**src/design/bsrc_pkg.sv**
```systemverilog
// Shared constants, types and state codes for the byte stream residue checksum.
`default_nettype none

package bsrc_pkg;

	localparam int unsigned BYTE_W = 8;
	localparam int unsigned ACC_W  = 64;
	localparam int unsigned DIV_W  = 32;
	localparam int unsigned TOP_LO = 56;
	localparam int unsigned CNT_W  = $clog2(ACC_W);

	localparam logic [DIV_W-1:0] DIVISOR_RST = DIV_W'(1);
	localparam logic [ACC_W-1:0] ACC_RST     = ACC_W'(1);

	typedef enum logic [1:0] {
		ST_IDLE,
		ST_RUN,
		ST_HOLD
	} state_t;

	typedef struct packed {
		logic             start;
		logic [ACC_W-1:0] dividend;
		logic [DIV_W-1:0] divisor;
	} mod_req_t;

	typedef struct packed {
		logic busy;
		logic done;
	} mod_stat_t;

endpackage

`default_nettype wire

```
**src/design/byte_stream_residue_checksum.sv**
```systemverilog
// Top level: byte accumulator, sequencer and output register around the serial remainder unit.
//
// The message enters on s_axis one byte per word, most significant byte first, with
// s_axis_tlast on its final byte. The byte string, with a leading one digit, is read
// as a base-256 number; the checksum is that number modulo the divisor and leaves on
// m_axis as one 32-bit word per message. The divisor is written on the cfg channel
// (always ready); the user must write it only while the block is idle, as the block
// itself does not enforce this. Zero selects a modulus of 2^32. A byte that leaves the
// accumulator below 2^56 is shifted straight in. A byte that fills the top accumulator
// byte, and every last byte, starts a 64-step bit-serial remainder, and the input is not
// ready again until it finishes; one in about four bytes does. Once the remainder of a
// last byte finishes, the checksum is loaded into the output register when that is free.
// The output register lets the next message start while a checksum waits; if a second
// checksum is ready before the first is taken, input stalls until m_axis_tready.
// Reset sets the accumulator to one, the divisor to one and drops m_axis_tvalid.
`default_nettype none

module byte_stream_residue_checksum
	import bsrc_pkg::*;
(
	input  wire logic              clk,
	input  wire logic              arst_n,
	input  wire logic              s_axis_tvalid,
	output logic                   s_axis_tready,
	input  wire logic [BYTE_W-1:0] s_axis_tdata,   // [7:0] data_byte
	input  wire logic              s_axis_tlast,   // last_byte
	output logic                   m_axis_tvalid,
	input  wire logic              m_axis_tready,
	output logic      [DIV_W-1:0]  m_axis_tdata,   // [31:0] checksum
	input  wire logic              cfg_valid,
	output logic                   cfg_ready,
	input  wire logic [DIV_W-1:0]  cfg_data        // [31:0] divisor
);

	state_t           state_q;
	state_t           state_next;
	logic [ACC_W-1:0] acc_q;
	logic [DIV_W-1:0] divisor_q;
	logic             last_q;
	logic             out_valid_q;
	logic [DIV_W-1:0] out_data_q;

	logic [ACC_W-1:0] acc_next;
	logic             in_fire;
	logic             need_mod;
	logic             out_free;
	logic             load_out;
	mod_req_t         req;
	mod_stat_t        stat;
	logic [DIV_W-1:0] rem;

	assign acc_next = {acc_q[TOP_LO-1:0], s_axis_tdata};
	assign in_fire  = s_axis_tvalid && s_axis_tready;
	assign need_mod = (acc_next[ACC_W-1:TOP_LO] != '0) || s_axis_tlast;
	assign out_free = !out_valid_q || m_axis_tready;

	always_comb begin
		state_next = state_q;
		case (state_q)
			ST_IDLE: begin
				if (in_fire && need_mod) begin
					state_next = ST_RUN;
				end
			end
			ST_RUN: begin
				if (stat.done) begin
					if (!last_q || out_free) begin
						state_next = ST_IDLE;
					end else begin
						state_next = ST_HOLD;
					end
				end
			end
			ST_HOLD: begin
				if (out_free) begin
					state_next = ST_IDLE;
				end
			end
			default: state_next = ST_IDLE;
		endcase
	end

	always_comb begin
		s_axis_tready = 1'b0;
		load_out      = 1'b0;
		case (state_q)
			ST_IDLE: s_axis_tready = 1'b1;
			ST_RUN:  load_out      = stat.done && last_q && out_free;
			ST_HOLD: load_out      = out_free;
			default: begin
				s_axis_tready = 1'b0;
				load_out      = 1'b0;
			end
		endcase
	end

	assign req.start    = in_fire && need_mod;
	assign req.dividend = acc_next;
	assign req.divisor  = divisor_q;

	bsrc_serial_mod u_mod (
		.clk       (clk),
		.arst_n    (arst_n),
		.req       (req),
		.stat      (stat),
		.remainder (rem)
	);

	always_ff @(posedge clk or negedge arst_n) begin
		if (!arst_n) begin
			state_q     <= ST_IDLE;
			acc_q       <= ACC_RST;
			divisor_q   <= DIVISOR_RST;
			last_q      <= 1'b0;
			out_valid_q <= 1'b0;
		end else begin
			state_q <= state_next;
			if (cfg_valid && cfg_ready) begin
				divisor_q <= cfg_data;
			end
			if (in_fire) begin
				last_q <= s_axis_tlast;
				if (!need_mod) begin
					acc_q <= acc_next;
				end
			end
			if (state_q == ST_RUN && stat.done) begin
				acc_q <= last_q ? ACC_RST : {{(ACC_W-DIV_W){1'b0}}, rem};
			end
			if (load_out) begin
				out_valid_q <= 1'b1;
			end else if (m_axis_tready) begin
				out_valid_q <= 1'b0;
			end
		end
	end

	always_ff @(posedge clk) begin
		if (load_out) begin
			out_data_q <= rem;
		end
	end

	assign cfg_ready     = 1'b1;
	assign m_axis_tvalid = out_valid_q;
	assign m_axis_tdata  = out_data_q;

endmodule

`default_nettype wire

```
**src/design/bsrc_serial_mod.sv**
```systemverilog
// Bit-serial restoring remainder unit: one dividend bit per cycle, zero divisor means 2^32.
`default_nettype none

module bsrc_serial_mod
	import bsrc_pkg::*;
(
	input  wire logic             clk,
	input  wire logic             arst_n,
	input  wire mod_req_t         req,
	output mod_stat_t             stat,
	output logic      [DIV_W-1:0] remainder
);

	logic [ACC_W-1:0] dvd_q;
	logic [DIV_W-1:0] rem_q;
	logic [DIV_W:0]   dvs_q;
	logic [CNT_W-1:0] cnt_q;
	logic             busy_q;
	logic             done_q;

	logic [DIV_W:0]   trial;
	logic [DIV_W:0]   diff;
	logic [DIV_W-1:0] rem_next;

	assign trial    = {rem_q, dvd_q[ACC_W-1]};
	assign diff     = trial - dvs_q;
	assign rem_next = (trial >= dvs_q) ? diff[DIV_W-1:0] : trial[DIV_W-1:0];

	always_ff @(posedge clk or negedge arst_n) begin
		if (!arst_n) begin
			busy_q <= 1'b0;
			done_q <= 1'b0;
			cnt_q  <= '0;
		end else begin
			done_q <= 1'b0;
			if (req.start) begin
				busy_q <= 1'b1;
				cnt_q  <= '0;
			end else if (busy_q) begin
				cnt_q <= cnt_q + CNT_W'(1);
				if (cnt_q == CNT_W'(ACC_W - 1)) begin
					busy_q <= 1'b0;
					done_q <= 1'b1;
				end
			end
		end
	end

	always_ff @(posedge clk) begin
		if (req.start) begin
			dvd_q <= req.dividend;
			rem_q <= '0;
			dvs_q <= (req.divisor == '0) ? {1'b1, {DIV_W{1'b0}}} : {1'b0, req.divisor};
		end else if (busy_q) begin
			dvd_q <= {dvd_q[ACC_W-2:0], 1'b0};
			rem_q <= rem_next;
		end
	end

	assign stat.busy = busy_q;
	assign stat.done = done_q;
	assign remainder = rem_q;

endmodule

`default_nettype wire

```
**config.mk**
```make
export PLATFORM = sky130hd
export DESIGN_NAME = byte_stream_residue_checksum
export DESIGN_NICKNAME = d
export VERILOG_FILES = /design/src/design/bsrc_pkg.sv /design/src/design/byte_stream_residue_checksum.sv /design/src/design/bsrc_serial_mod.sv
export SDC_FILE = /design/constraint.sdc
export NUM_CORES = 1
export LEC_CHECK = 0
export BUFFER_PORTS_ARGS = -buffer_cell sky130_fd_sc_hd__buf_2
export CORE_ASPECT_RATIO = 1.4
export CORE_MARGIN = 1.5
export CORE_UTILIZATION = 30
export CTS_BUF_LIST = sky130_fd_sc_hd__clkbuf_8
export CTS_CLUSTER_DIAMETER = 40
export DETAILED_ROUTE_END_ITERATION = 6
export PLACE_DENSITY = 0.46
export SETUP_SLACK_MARGIN = 0.3
export SYNTH_ARGS = -nofsm -noshare
export SYNTH_HDL_FRONTEND = slang
export SYNTH_SLANG_ARGS = --single-unit
```
**constraint.sdc**
```tcl
create_clock -name clk -period 3.91 [get_ports clk]
set_input_delay 0.9775 -clock clk [delete_from_list [all_inputs] [get_ports clk]]
set_output_delay 0.9775 -clock clk [all_outputs]
set_load 0.005 [all_outputs]
```
==> results of run 1 <==
[registers in the layout, indices dropped and copies added, names as in the netlist]
signal / flops
u_mod.dvs_q: 33
u_mod.busy_q: 1
state_q: 2
last_q: 1
acc_q: 56
m_axis_tdata: 32
u_mod.dvd_q: 64
u_mod.remainder: 32
m_axis_tvalid: 1
u_mod.cnt_q: 6
u_mod.done_q: 1
divisor_q: 32
[final timing paths]
check                                start             endpoint  slack [ns]  cells after the start
hold reg to reg              divisor_q[19]      u_mod.dvs_q[19]        0.45                      0
hold / removal                      arst_n         divisor_q[1]        0.43                      1
min in group clk             divisor_q[19]      u_mod.dvs_q[19]        0.45                      0
setup / recovery           u_mod.dvd_q[63]  u_mod.remainder[28]        0.73                     12
setup reg to reg           u_mod.dvd_q[63]  u_mod.remainder[28]        0.73                     12
max in group asynchronous           arst_n             acc_q[0]        2.55                      2
[worst max-delay path: cells and delay by family (launching register included)]
family | cells | cell delay, ns
AND/OR/NAND/NOR | 1 | 0.50
AO/OA/AOI/OAI | 6 | 1.27
buffers and inverters | 3 | 0.31
adder cells (fa/ha/maj) | 2 | 0.55
flip-flops | 1 | 0.41
[power by group through the flow]
stage | clock, mW | combinational (mW) | sequential (mW)
after floorplan | 0 | 2.51 | 4.31
final | 2.44 | 3.19 | 4.54
after global routing | 2.64 | 3.62 | 4.66
after global placement | 0 | 3.21 | 4.59
after CTS | 2.53 | 3.23 | 4.56
after detailed placement | 0 | 3.21 | 4.60
[layer usage]
layer	GRT usage, %	vias up	part of all wire [%]
li1	-	4462	-
met5	0	-	0
met4	6.44	0	3.4
met2	27.4	169	50
met1	19.3	4337	43
met3	2.53	70	3.3
[cell usage in the layout, fill, tap and decap left out, types with 37 or more instances in the layout]
cell,instances
dfrtp_1,97
buf_2,78
inv_1,64
clkbuf_8,53
a21oi_1,128
nand2_1,331
edfxtp_1,129
ha_1,37
nor2_1,64
[kinds of logic (layout without fill, tap and decap cells)]
group | after synthesis | after routing | synth area share [%]
simple gates | 469 | 469 | 15.5
compound gates | 268 | 268 | 12.9
flops | 261 | 261 | 56.3
buf+inv | 156 | 230 | 5.12
mux | 48 | 48 | 4.20
fa+ha+maj | 38 | 38 | 3.88
xor+xnor | 29 | 29 | 2.04
other cells | 1 | 2 | 0.0301
[through the flow]
stage | util (%) | area, um2 | worst slack (ns) | total power, mW | std cells
after floorplan | - | 12500 | 0.583 | 6.82 | 1270
after global placement | 32.3 | 13300 | 0.599 | 7.80 | 1798
after detailed placement | 32.3 | 13300 | 0.738 | 7.81 | 1798
after CTS | 34.5 | 14200 | 0.725 | 10.3 | 1884
after global routing | 34.5 | 14200 | 0.528 | 10.9 | 1885
final | 34.5 | 14200 | 0.729 | 10.2 | 1885
[area by class of cell]
class,count,area share [%]
sequential,261,49.6
multi-input combinational,853,34.1
clock buffer,53,5.15
tap,540,4.77
timing repair buffer,94,3.96
inverter,50,1.34
clock inverter,33,1.13
antenna,1,0.0177
==> run_results.csv, run 1 <==
group,metric,value,unit
outcome,status,"complete, no violations",
cells_and_area,drive_gt1_share,16.0,%
critical_path,start_kind,"register",
sta,hold_viol,0,
cts,cts-resized-gates,0,
job,cap_violations,0,
pwr,power_leakage,6.25,nW
logic_synthesis,synth_top_area_share,31.1,%
cts,clock-root-buffer,"clkbuf_8",
logic_synthesis,synth-seq-cells,261,
pwr,p_sw_share,37.1,%
detailed_routing,avgRoutedWirePerCell,17.7,um
floorplanning,start_util,30.3,%
cells_and_area,fin_nets,1390,
logic_synthesis,yosysTopAreaCell,"edfxtp_1",
logic_synthesis,postSynthAreaPerCell,9.81,um2
logic_synthesis,yosysWarningCount,0,
sta,max_clock_freq,314,MHz
detailed_routing,routed_via_density,4.79,
detailed_routing,drt_iter0_drc,537,
cts,insertion_delay,0.60,ns
detailed_routing,wl,33300,um
detailed_routing,drt-pass1-iter-count,5,
cts,cts_tree,"yes",
critical_path,worst_ep_arrival_time,3.64,ns
cts,postCtsSetupRepairBufs,0,
critical_path,end_kind,"register",
grt,track_usage,15.8,%
cells_and_area,multi_input_area,4830,um2
placed_design,gp_congestion,0.859,
pwr,clkPwrFrac,24.0,%
hold_path,hp-class,"primary input to asynchronous set/reset pin",
logic_synthesis,async_reset_ff_share,38.3,%
detailed_routing,vias,9038,
cts,cts_buffers,46,
critical_path,crit_path_top_delay_cell,"or4_1",
logic_synthesis,synth_nets,1354,
cells_and_area,seqCellArea,7020,um2
sta,clock_skew,0.0314,ns
sta,finalSetupTns,0,ns
logic_synthesis,synth.distinct_cells,61,
floorplanning,rows,88,
cells_and_area,nFillCells,4213,
grt,grt_pass1_wl,52600,um
floorplanning,dieArea,42800,um2
grt,grt_pass1_vias,9203,
sta,fin_crit_sh,81.3,%
floorplanning,ioPinCount,81,
cts,postCtsHoldBufs,0,
critical_path,worstPathMaxFanout,4,
pwr,p_switching,3.77,mW
logic_synthesis,syn_inst,1270,
critical_path,critical_path_required,4.37,ns
sta,setup_violations,0,
placed_design,io_buffer_count,79,
grt,grt-ovfl-total,0,
pwr,vdd_drop_max,244,uV
logic_synthesis,yosysSeqAreaShare,56.3,%
logic_synthesis,synth_edf_count,129,
logic_synthesis,yosys-top-cells-count,"nand2_1 (332), edfxtp_1 (129), a21oi_1 (128)",
critical_path,critical-path-max-stage-delay,0.50,ns
grt,grt_start_max_net_pins,118,
logic_synthesis,netlist_area,12500,um2
detailed_routing,ant_nets,0,
floorplanning,core-area,41100,um2
cts,htree_levels,2,
cells_and_area,syn2layout_area_growth,13.7,%
floorplanning,chipWidth,175,um
logic_synthesis,synth_ff_type,"edfxtp_1",
cts,clkSinkCount,261,
sta,rsz0062_at_grt,"no",
sta,slew_headroom,29.0,%
logic_synthesis,synth_area_leaders,"edfxtp_1 (31%), dfrtp_1 (20%), nand2_1 (10%)",
critical_path,crit_chain,"inv_1 -> ha_1 -> inv_1 -> fa_1 -> a21oi_1 -> o211ai_1 -> a21oi_1 -> o221ai_1 -> buf_4 -> or4_1 -> a32oi_1 -> o21ai_1",
floorplanning,die_y,244,um
critical_path,critPathKind,"register to register",
detailed_routing,drc_errors,0,
sta,tightest_slew,1.06,ns
grt,antenna_found_initial,1,
placed_design,dp_hpwl,23000,um
logic_synthesis,yosysMostFrequentCell,"nand2_1",
sta,drv_slew,0,
sta,finalCriticalPeriod,3.18,ns
cts,clockBufferDepth,3,
pwr,p_per_area,717,nW/um2
cts,path_clk_slew,0.06,ns
pwr,power.share.combinational,31.3,%
pwr,internal_power,6.39,mW
pwr,p_seq_share,44.7,%
sta,holdWs,0.433,ns
Power figures use the tool's default switching activity.
==> run 2: changes to the inputs <==
Settings changed: ABC_AREA set to 1, PLACE_DENSITY 0.46 to 0.48.
Clock period 3.91 ns to 2.7 ns, I/O delays scaled along.
==> run 2 against run 1 <==
Die area is 5.4% higher. Highest routed layer unchanged. Worst hold slack worse by 0.33 ns. Register-to-register slack worse by 0.29 ns. Critical path type unchanged. Sequential power is 22% higher. Count of clock-buffer cells in the layout is 9 lower. Largest power group unchanged.
==> run_results.csv, run 2 <==
group,metric,value,unit
logic_synthesis,yosys-top-cells-count,"nand2_1 (426), inv_1 (271), edfxtp_1 (129)",
pwr,power_leakage,7.26,nW
detailed_routing,drt-pass1-iter-count,5,
cells_and_area,syn2layout_area_growth,16.1,%
floorplanning,start_util,30.5,%
sta,finalSetupTns,0,ns
cells_and_area,largest-register,"u_mod.dvd_q",
job,cap_violations,0,
logic_synthesis,synth_ff_type,"edfxtp_1",
critical_path,start_kind,"register",
cells_and_area,final_common_cell,"nand2_1",
sta,setup_violations,0,
cts,path_clk_slew,0.07,ns
cts,insertion_delay,0.59,ns
critical_path,critPathKind,"register to register",
sta,max_clock_freq,441,MHz
outcome,status,"complete, no violations",
grt,grt_pass1_wl,55400,um
logic_synthesis,yosysWarningCount,0,
sta,fin_crit_sh,83.9,%
cells_and_area,nFillCells,4464,
floorplanning,rows,90,
floorplanning,core-area,43100,um2
critical_path,end_kind,"register",
logic_synthesis,netlist_area,13100,um2
cts,cts_buffers,44,
logic_synthesis,yosysMostFrequentCell,"nand2_1",
hold_path,hp-class,"primary input to asynchronous set/reset pin",
logic_synthesis,async_reset_ff_share,38.3,%
placed_design,io_buffer_count,79,
cells_and_area,final_cell_mix,"nand2_1 (421), inv_1 (288), edfxtp_1 (129)",
detailed_routing,vias,9966,
cts,cts_tree,"yes",
sta,drv_slew,0,
detailed_routing,ant_nets,0,
critical_path,critical_path_required,3.15,ns
sta,finalCriticalPeriod,2.27,ns
detailed_routing,avgRoutedWirePerCell,16.0,um
placed_design,place_area,14200,um2
placed_design,gp_congestion,0.913,
logic_synthesis,syn_inst,1524,
floorplanning,dieArea,45100,um2
cells_and_area,reg_top3,"u_mod.dvd_q (64), acc_q (56), u_mod.dvs_q (33)",
floorplanning,die_y,251,um
cts,htree_levels,2,
cells_and_area,fin_nets,1693,
grt,track_usage,15.7,%
pwr,vdd_drop_max,332,uV
detailed_routing,drt_iter0_drc,492,
critical_path,worst_ep_arrival_time,2.72,ns
detailed_routing,drc_errors,0,
logic_synthesis,yosysTopAreaCell,"edfxtp_1",
cts,clkSinkCount,261,
logic_synthesis,synth.distinct_cells,44,
sta,clock_skew,0.0303,ns
grt,grt_start_max_net_pins,96,
cells_and_area,drive_gt1_share,16.1,%
floorplanning,ioPinCount,81,
grt,antenna_found_initial,1,
cts,clock-root-buffer,"clkbuf_8",
placed_design,dp_hpwl,26200,um
logic_synthesis,postSynthAreaPerCell,8.62,um2
logic_synthesis,synth-seq-cells,261,
sta,rsz0062_at_grt,"no",
detailed_routing,routed_via_density,4.53,
detailed_routing,wl,35200,um
floorplanning,chipWidth,180,um
cts,clockBufferDepth,3,
logic_synthesis,yosysSeqAreaShare,53.4,%
sta,tightest_slew,0.585,ns
logic_synthesis,synth_top_area_share,29.5,%
sta,hold_viol,0,
cells_and_area,design_area,15300,um2
logic_synthesis,synth_edf_count,129,
grt,grt_pass1_vias,10200,
logic_synthesis,synth_area_leaders,"edfxtp_1 (29%), dfrtp_1 (19%), nand2_1 (12%)",
sta,slew_headroom,61.0,%
logic_synthesis,synth_nets,1608,
cells_and_area,largest_register_ffs,64,
pwr,p_per_area,941,nW/um2
grt,grt-ovfl-total,0,
critical_path,worstPathMaxFanout,15,
-- run 2: changes by cell type in the layout (fill, tap and decap cells not counted), sizes merged, moves of 36 or more --
| cell | change |
|---|---|
| inv | +223 |
| nand2 | +124 |
| a21oi | -110 |
| o21ai | +84 |
| nand3 | +76 |
| a31oi | -37 |
| o22ai | +36 |
-- run 2: report_power, final --
part / switching (mW) / internal, mW
combinational: 3.42 / 1.93
clock: 1.70 / 1.75
sequential: 0.484 / 5.07
-- run 2: area by class of cell --
class                           instances  area, um2  area share (%)
Antenna cell                            1       2.50          0.0164
Clock buffer                           44        606            3.97
Clock inverter                         38        245            1.61
Inverter                              276       1040            6.80
Multi-Input combinational cell        909       4860            31.8
Sequential cell                       261       7020            46.0
Tap cell                              552        691            4.52
Timing Repair Buffer                  117        803            5.26
-- run 2: final timing paths --
kind | from | slack, ns | depth (start not counted) | endpoint
max | u_mod.remainder[6] | 0.43 | 13 | u_mod.remainder[30]
min | arst_n | 0.10 | 1 | acc_q[35]
min in group clk | cfg_data[10] | 0.29 | 3 | divisor_q[10]
max in group asynchronous | arst_n | 1.83 | 2 | divisor_q[0]
max reg2reg | u_mod.remainder[6] | 0.43 | 13 | u_mod.remainder[30]
min reg2reg | divisor_q[25] | 0.44 | 0 | u_mod.dvs_q[25]
-- run 2: logic make-up (layout without fill, tap and decap cells) --
kind of cell,after synthesis,in the layout,share of synthesized area [%]
AOI/OAI and AO/OA,202,202,8.59
xor gates and xnor gates,18,18,1.20
adders and majority gates,38,38,3.67
buffers and inverters,356,475,11.0
DFF,261,261,53.4
muxes,8,8,0.685
other,1,2,0.0285
and+or+nand+nor,640,642,21.4
-- run 2: through the flow --
stage	power, mW	setup WS (ns)	std cells	hold slack (ns)	utilization (%)
after floorplan	9.27	0.436	1524	0.379	-
after global placement	10.7	0.335	2108	0.431	32.9
after detailed placement	10.7	0.303	2108	0.432	32.9
after CTS	14.3	0.296	2190	0.0769	34.9
after global routing	15.5	0.300	2198	0.119	35.4
final	14.4	0.435	2198	0.102	35.4
-- run 2: repair_timing --
item,4_1_cts,5_1_grt
endpoints found under the setup margin,2,32
resized for setup,1,30
gates cloned,0,2
pin swaps,0,6
hold buffers,0,0
buffers inserted,0,5
-- run 2: worst max-delay path, stage by stage (launching register included) --
cell	delay, ns
dfxtp_1	0.40
ha_4	0.34
nand2_1	0.13
nor2_4	0.22
nand2_1	0.08
nor2_1	0.11
nand3_2	0.11
nand3_4	0.14
nor2_8	0.06
buf_4	0.16
nand2_8	0.16
nand2_1	0.09
nand3_1	0.07
nand2_1	0.05
-- run 2: per-layer routing --
layer	track usage, %	part of all wire, %	vias to the layer above
li1	-	-	5043
met1	17.0	39	4711
met2	30.2	55	154
met3	2.22	2.7	58
met4	6.26	3.2	0
met5	0	0	-
